## config.mk

```make
export PLATFORM = sky130hd
export DESIGN_NAME = mi4_ctrl
export DESIGN_NICKNAME = d
export VERILOG_FILES = /design/src/mi4_pkg.sv /design/src/mi4_ctrl.sv
export SDC_FILE = /design/constraint.sdc
export NUM_CORES = 1
export LEC_CHECK = 0
export BUFFER_PORTS_ARGS = -buffer_cell sky130_fd_sc_hd__buf_4
export CORE_UTILIZATION = 30
export DETAILED_ROUTE_END_ITERATION = 7
export GPL_TIMING_DRIVEN = 0
export PLACE_DENSITY_LB_ADDON = 0.15
export SKIP_CTS_REPAIR_TIMING = 1
export SYNTH_ARGS = -nofsm -noshare
export SYNTH_HDL_FRONTEND = slang
export SYNTH_SLANG_ARGS = --single-unit
```

## constraint.sdc

```tcl
create_clock -name i_clk -period 3.3 [get_ports i_clk]
set_clock_uncertainty 0.15 [all_clocks]
set_input_delay 0.33 -clock i_clk [delete_from_list [all_inputs] [get_ports i_clk]]
set_output_delay 0.33 -clock i_clk [all_outputs]
set_load 0.03 [all_outputs]
```

## src/mi4_pkg.sv

```systemverilog
// Shared types, widths and index helpers for the 4x4 matrix inverse unit.
// Used by mi4_ctrl, mi4_dp and the top level matrix_inverse_4x4_unit.
package mi4_pkg;

    localparam int ELEM_W   = 32;   // matrix element width
    localparam int COF_W    = 98;   // signed cofactor, exact
    localparam int DET_W    = 132;  // signed determinant, exact
    localparam int MUL_A_W  = 35;
    localparam int MUL_B_W  = 33;
    localparam int MUL_W    = MUL_A_W + MUL_B_W;
    localparam int QUO_W    = 33;   // 32 result bits plus an overflow bit
    localparam int NUM_PERM = 6;

    typedef enum logic [4:0] {
        OP_IDLE,
        OP_LOAD,
        OP_CLR,
        OP_T1,
        OP_T2,
        OP_T3,
        OP_T4,
        OP_T5,
        OP_T6,
        OP_D1,
        OP_D2,
        OP_D3,
        OP_D4,
        OP_ADJ_WR,
        OP_DMAG,
        OP_V1,
        OP_V2,
        OP_OUT
    } t_dp_op;

    typedef struct packed {
        t_dp_op     op;
        logic [3:0] rd_addr;
        logic [3:0] wr_addr;
        logic [3:0] k;
        logic       neg;
    } t_dp_cmd;

    typedef struct packed {
        logic singular;
    } t_dp_stat;

    // Column order of the six products of a 3x3 determinant and their signs.
    localparam logic [1:0] PERM_COL [NUM_PERM][3] = '{
        '{2'd0, 2'd1, 2'd2}, '{2'd1, 2'd2, 2'd0}, '{2'd2, 2'd0, 2'd1},
        '{2'd0, 2'd2, 2'd1}, '{2'd2, 2'd1, 2'd0}, '{2'd1, 2'd0, 2'd2}
    };
    localparam logic PERM_NEG [NUM_PERM] = '{1'b0, 1'b0, 1'b0, 1'b1, 1'b1, 1'b1};

    // Index among the three rows or columns left after removing one.
    function automatic logic [1:0] skip_idx(input logic [1:0] n, input logic [1:0] drop);
        skip_idx = (n < drop) ? n : n + 2'd1;
    endfunction

    // Adjugate element k = r*4+c is the cofactor of (row c, column r).
    function automatic logic [3:0] elem_addr(input logic [3:0] k, input logic [2:0] p,
                                             input logic [1:0] n);
        logic [1:0] row;
        logic [1:0] col;
        row = skip_idx(n, k[1:0]);
        col = skip_idx(PERM_COL[p][n], k[3:2]);
        elem_addr = {row, col};
    endfunction

    function automatic logic term_neg(input logic [3:0] k, input logic [2:0] p);
        term_neg = PERM_NEG[p] ^ k[0] ^ k[2];
    endfunction

endpackage

```

## src/mi4_ctrl.sv

```systemverilog
// Sequencer of the 4x4 matrix inverse: load count, cofactor/determinant
// schedule, divider step count and output handshake. Depends on mi4_pkg.
module mi4_ctrl
    import mi4_pkg::*;
(
    input  logic     i_clk,
    input  logic     i_rst_n,
    input  logic     i_in_valid,
    output logic     o_in_ready,
    output logic     o_out_valid,
    input  logic     i_out_ready,
    input  t_dp_stat i_stat,
    output t_dp_cmd  o_cmd
);

    typedef enum logic [3:0] {
        S_LOAD, S_CLEAR, S_TERM, S_DET, S_ADJ, S_DMAG,
        S_DRD, S_DINIT, S_DSTEP, S_OUT, S_WAIT
    } t_state;

    t_state     r_state;
    logic [3:0] r_cnt;
    logic [3:0] r_k;
    logic [2:0] r_p;
    logic [2:0] r_ph;
    logic [5:0] r_step;

    assign o_in_ready  = (r_state == S_LOAD);
    assign o_out_valid = (r_state == S_WAIT);

    always_comb begin
        o_cmd.op      = OP_IDLE;
        o_cmd.rd_addr = elem_addr(r_k, r_p, r_ph[1:0]);
        o_cmd.wr_addr = r_cnt;
        o_cmd.k       = r_k;
        o_cmd.neg     = term_neg(r_k, r_p);
        unique case (r_state)
            S_LOAD:  o_cmd.op = i_in_valid ? OP_LOAD : OP_IDLE;
            S_CLEAR: o_cmd.op = OP_CLR;
            S_TERM: begin
                case (r_ph)
                    3'd1:    o_cmd.op = OP_T1;
                    3'd2:    o_cmd.op = OP_T2;
                    3'd3:    o_cmd.op = OP_T3;
                    3'd4:    o_cmd.op = OP_T4;
                    3'd5:    o_cmd.op = OP_T5;
                    3'd6:    o_cmd.op = OP_T6;
                    default: o_cmd.op = OP_IDLE;
                endcase
            end
            S_DET: begin
                o_cmd.rd_addr = {2'b00, r_k[3:2]};
                case (r_ph)
                    3'd1:    o_cmd.op = OP_D1;
                    3'd2:    o_cmd.op = OP_D2;
                    3'd3:    o_cmd.op = OP_D3;
                    3'd4:    o_cmd.op = OP_D4;
                    default: o_cmd.op = OP_IDLE;
                endcase
            end
            S_ADJ:   o_cmd.op = OP_ADJ_WR;
            S_DMAG:  o_cmd.op = OP_DMAG;
            S_DINIT: o_cmd.op = OP_V1;
            S_DSTEP: o_cmd.op = OP_V2;
            S_OUT:   o_cmd.op = OP_OUT;
            default: o_cmd.op = OP_IDLE;
        endcase
    end

    always_ff @(posedge i_clk) begin
        if (!i_rst_n) begin
            r_state <= S_LOAD;
            r_cnt   <= '0;
            r_k     <= '0;
            r_p     <= '0;
            r_ph    <= '0;
            r_step  <= '0;
        end else begin
            unique case (r_state)
                S_LOAD: begin
                    if (i_in_valid) begin
                        r_cnt <= r_cnt + 4'd1;
                        if (r_cnt == 4'd15) begin
                            r_state <= S_CLEAR;
                        end
                    end
                end
                S_CLEAR: begin
                    r_k     <= '0;
                    r_p     <= '0;
                    r_ph    <= '0;
                    r_state <= S_TERM;
                end
                S_TERM: begin
                    if (r_ph == 3'd6) begin
                        r_ph <= '0;
                        if (r_p == 3'(NUM_PERM - 1)) begin
                            r_p     <= '0;
                            r_state <= (r_k[1:0] == 2'd0) ? S_DET : S_ADJ;
                        end else begin
                            r_p <= r_p + 3'd1;
                        end
                    end else begin
                        r_ph <= r_ph + 3'd1;
                    end
                end
                S_DET: begin
                    if (r_ph == 3'd4) begin
                        r_ph    <= '0;
                        r_state <= S_ADJ;
                    end else begin
                        r_ph <= r_ph + 3'd1;
                    end
                end
                S_ADJ: begin
                    if (r_k == 4'd15) begin
                        r_k     <= '0;
                        r_state <= S_DMAG;
                    end else begin
                        r_k     <= r_k + 4'd1;
                        r_state <= S_TERM;
                    end
                end
                S_DMAG:  r_state <= S_DRD;
                S_DRD:   r_state <= i_stat.singular ? S_OUT : S_DINIT;
                S_DINIT: begin
                    r_step  <= '0;
                    r_state <= S_DSTEP;
                end
                S_DSTEP: begin
                    r_step <= r_step + 6'd1;
                    if (r_step == 6'(QUO_W - 1)) begin
                        r_state <= S_OUT;
                    end
                end
                S_OUT:   r_state <= S_WAIT;
                S_WAIT: begin
                    if (i_out_ready) begin
                        if (r_k == 4'd15) begin
                            r_k     <= '0;
                            r_state <= S_LOAD;
                        end else begin
                            r_k     <= r_k + 4'd1;
                            r_state <= S_DRD;
                        end
                    end
                end
                default: r_state <= S_LOAD;
            endcase
        end
    end

endmodule

```

* Word level (Yosys, flattened, before mapping)
Memories as Yosys holds them, arrays and structs flattened. Cells that the tools add are included.
Storage, ports and cells: logic and storage cells 96, ROM bits 56, bits of input ports 5, memories kept 2, output and inout bits 20, flip-flop bits (word level) 24
Operators by class: muxes and demuxes 36, bitwise operators 4, magnitude comparators 4, add/subtract/negate cells 7, eq/ne operators 27, reductions and logical operators 10
Memories:
- (name not given) | words 8, bits a word 6, rd ports 1, clocked after Yosys merged registers in 0, wr ports 0, RTL line mi4_pkg.sv:65 | col = skip_idx(PERM_COL[p][n], k[3:2]);
- (name not given) | words 8, bits a word 1, rd ports 1, clocked after Yosys merged registers in 0, wr ports 0, RTL line mi4_pkg.sv:70 | term_neg = PERM_NEG[p] ^ k[0] ^ k[2];
Operators by type and width (number):
- one-hot mux 5 bit (9 select lines) | 1
- two-way mux 4 bit | 11
- one-hot mux 4 bit (11 select lines) | 1
- one-hot mux 4 bit (6 select lines) | 1
- two-way mux 3 bit | 7
- equality test 4 bit, second input constant | 5
- equality test 4 x 3 -> 1 bit, second input constant | 4
- one-hot mux 4 bit (4 select lines) | 1
- equality test 3 bit, second input constant | 4
- two-way mux 6 bit | 2
- one-hot mux 4 bit (3 select lines) | 1
- one-hot mux 6 bit (2 select lines) | 1
- inequality test 2 bit, second input constant | 5
- one-hot mux 3 bit (3 select lines) | 1
- adder 4 x 1 -> 4 bit, second input constant | 2
- equality test 4 x 2 -> 1 bit, second input constant | 2
- two-way mux 2 bit | 4
- AND reduction 7 bit | 1
- adder 3 x 1 -> 3 bit, second input constant | 2
- adder 6 x 1 -> 6 bit, second input constant | 1
- equality test 3 x 2 -> 1 bit, second input constant | 2
- equality test 6 bit, second input constant | 1
- one-hot mux 3 bit (2 select lines) | 1
- AND reduction 2 bit | 3
- other kinds (16) | 24

* Longest topological paths before layout
depth in word-level cells 10, gate-level depth with buffers 10, gate-level depth less buffers 9

* Worst setup path after synthesis
No wires, ideal clock.
path kind reg-to-output, start point register r_p[0], end point output port o_cmd[9] (netlist name), buffers on the path 1, arrival 1876 ps, stages on the path, launching flop included 10, path slack 944 ps, required time 2820 ps, cells stage by stage dfxtp_1 > clkbuf_1 > nor3_1 > a21oi_1 > o21a_1 > inv_1 > ha_1 > a21oi_1 > or3_1 > o211ai_1
RTL lines:
- start, declared | RTL line mi4_ctrl.sv:24 | logic [2:0] r_p;
- start signal, assigned | RTL line mi4_ctrl.sv:101 | r_p <= r_p + 3'd1;
- end, declared | RTL line mi4_ctrl.sv:13 | output t_dp_cmd o_cmd

==> impl_results.md <==
- Status: finished clean
- Setup TNS: 0 ps
- # Max-Cap Violations: 0
- Synthesized Nets: 284
- Die W: 83.2 um
- Core Area: 6350 um^2
- Layout cells sized above 1: 0.157
- Vias in the first global route: 1817
- Post-route DRC: 0
- Clock Sinks: 24
- Hold Fails Final Rpt: 0
- Io pins: 25
- Starting DRT DRC Count: 86
- Largest net degree at the start of global routing: 14
- Die Y: 83.2 um
- Seq/Total Area, Yosys: 0.243
- Cell Rows: 29
- CP Cell Sequence: inv_1, ha_1, clkbuf_1, o211ai_1, a21o_1, a2111oi_0, a211o_1, buf_4
- Drt first pass iters: 6
- Vias: 1914
- Crit Path Category: register to primary output
- Die area: 6920 um^2
- CP endpoint: o_cmd[13]
- Flop2flop setup slack: 960 ps
- Fillers: 692
- First-pass GRT wire length: 9000 um
- Initial antenna violation count: 0
- Clk slew on worst S/H paths: 90 ps
- Placed insts: 366
- Worst setup EP type: primary output
- H-tree Lvls: 1
- CTS Root Cell: clkbuf_8
- Maximum VDD drop: 122 uV
- All-Layer GR Usage: 0.158
- Count leader, synth: nor2_1
- Initial Util: 0.312
- RSZ-0062 raised after global routing: false
- Max Slew Vio Count: 0
- Area Growth Syn to Fin: 16.8%
- Synth area leaders: dfxtp_1, ha_1, a21oi_1, nor2_1, o21ai_0
- Power Density: 233 nW/um^2
- Final worst path period share: 0.904
- Cells after Synth: 265
- Post-route non-filler standard cell count: 370
- Slowest cell on crit path: a2111oi_0
- Net count, final: 313
- Min cycle time layout: 2980 ps
- Leading area contributor after synthesis: dfxtp_1
- CTS tree: done
- Worst path max stage delay: 480 ps
- Rel. slew slack: 0.522
- CP Launch Type: register
- List of most frequent post-synthesis cells: nor2_1, a21oi_1, dfxtp_1
- Worst Reg-to-Reg Cells: 8
- Most used DFF post-synth: dfxtp_1
- DRT antenna net count: 0
- FMAX: 335 MHz
- Distinct cells, synth: 54
- Setup violations, final: 0
- Worst Hold Class: input pin to register
- Inserted Diodes: 0
- CP required: 2820 ps
- Slew @ Worst Pin: 715 ps
- Placer Congestion: 0.775
- Ys Warns: 0
- Via density: 5.17
- Leak: 0.865 nW
- Synth Area per Inst: 7.46 um^2
- Buffers on Ports: 24
- Total CTS buffers: 3
- Post-Route WL: 5390 um
- Post-synth EDFFs: 0
- CP arrival: 2500 ps
- Post-synth ARST share: 0
- R2R Path Start: r_ph[0]
- CTS Buffer Depth: 2
- Mean routed wirelength per cell: 14.6 um
- Crit Path Max Fanout: 8
- Synth top area share: 0.243
- Mapped cell area: 1980 um^2
- Crit path from: r_ph[0]
- GR Overflow Total: 0
- Reg2reg end: r_state[0]
- Clk_lat worst skew: 270 ps
- Yosys reg bits: 24
- DP HPWL: 4030 um
[where the power goes]
group	switching (mW)	internal, mW
Sequential	0.00278	0.292
Combinational	0.0196	0.0115
Clock	0.106	0.107
Total	0.128	0.410
[logic make-up after synthesis]
| family | synth area share |
|---|---|
| AND/OR/NAND/NOR | 0.311 |
| AO/OA/AOI/OAI | 0.219 |
| buffers and inverters | 0.0765 |
| flip-flops | 0.243 |
| adder cells (fa/ha/maj) | 0.0886 |
| multiplexers | 0.0361 |
| XOR/XNOR | 0.0266 |
[cell usage in the layout (no fill, tap or decap), types with 5 or more instances in the layout]
cell type   n
nor2_1     29
nand2_1    20
inv_1      17
nand2b_1    5
ha_1       14
buf_4      25
nand3_1    14
o21ai_0    18
dfxtp_1    24
nor2b_1     5
mux2i_1     6
clkbuf_1   10
a21oi_1    24
nor3_1      7
[state kept, by name, summed over array words and instances (netlist names)]
signal / flops
r_step: 6
r_cnt: 4
r_k: 4
r_state: 4
r_p: 3
r_ph: 3
[stage by stage]
| step | hold slack, ps | worst slack [ps] | utilization | cell area (um^2) | power [mW] |
|---|---|---|---|---|---|
| 5_1_grt | 243 | 61.6 | 0.364 | 2310 | 0.563 |
| 4_1_cts | 210 | 290 | 0.364 | 2310 | 0.547 |
| 3_3_place_gp | 332 | 615 | 0.355 | 2250 | 0.333 |
| 6_report | 213 | 316 | 0.364 | 2310 | 0.538 |
| 3_5_place_dp | 336 | 601 | 0.355 | 2250 | 0.333 |
| 2_1_floorplan | 302 | 944 | - | 1980 | 0.318 |
[area by class of cell]
class	instances	area [um^2]	area share
Tap cell	77	96.3	0.0417
Multi-Input combinational cell	207	1350	0.583
Buffer	17	87.6	0.0379
Timing Repair Buffer	24	180	0.0780
Sequential cell	24	480	0.208
Inverter	17	63.8	0.0276
Clock buffer	4	55.1	0.0238
[worst max-delay path, delay by kind of cell, from the launching register on]
family | cells | cell delay [ps]
buffers and inverters | 3 | 680
adders and majority gates | 1 | 180
DFF | 1 | 370
AOI/OAI and AO/OA | 4 | 990
[worst min path at each step]
stage,end,from,depth (start not counted)
after global routing,r_cnt[1],i_in_valid,3
after floorplan,r_step[2],r_step[2],1
after CTS,r_cnt[1],i_in_valid,3
after detailed placement,r_step[3],r_step[3],1
final,r_cnt[1],i_in_valid,3
after global placement,r_step[3],r_step[3],1
[routing by layer]
metal / track usage / part of all wire
met5: 0 / 0
met4: 0.0361 / 0.0074
met3: 0.0159 / 0.017
met2: 0.262 / 0.46
met1: 0.221 / 0.51
(Power assumes the default switching activity.)
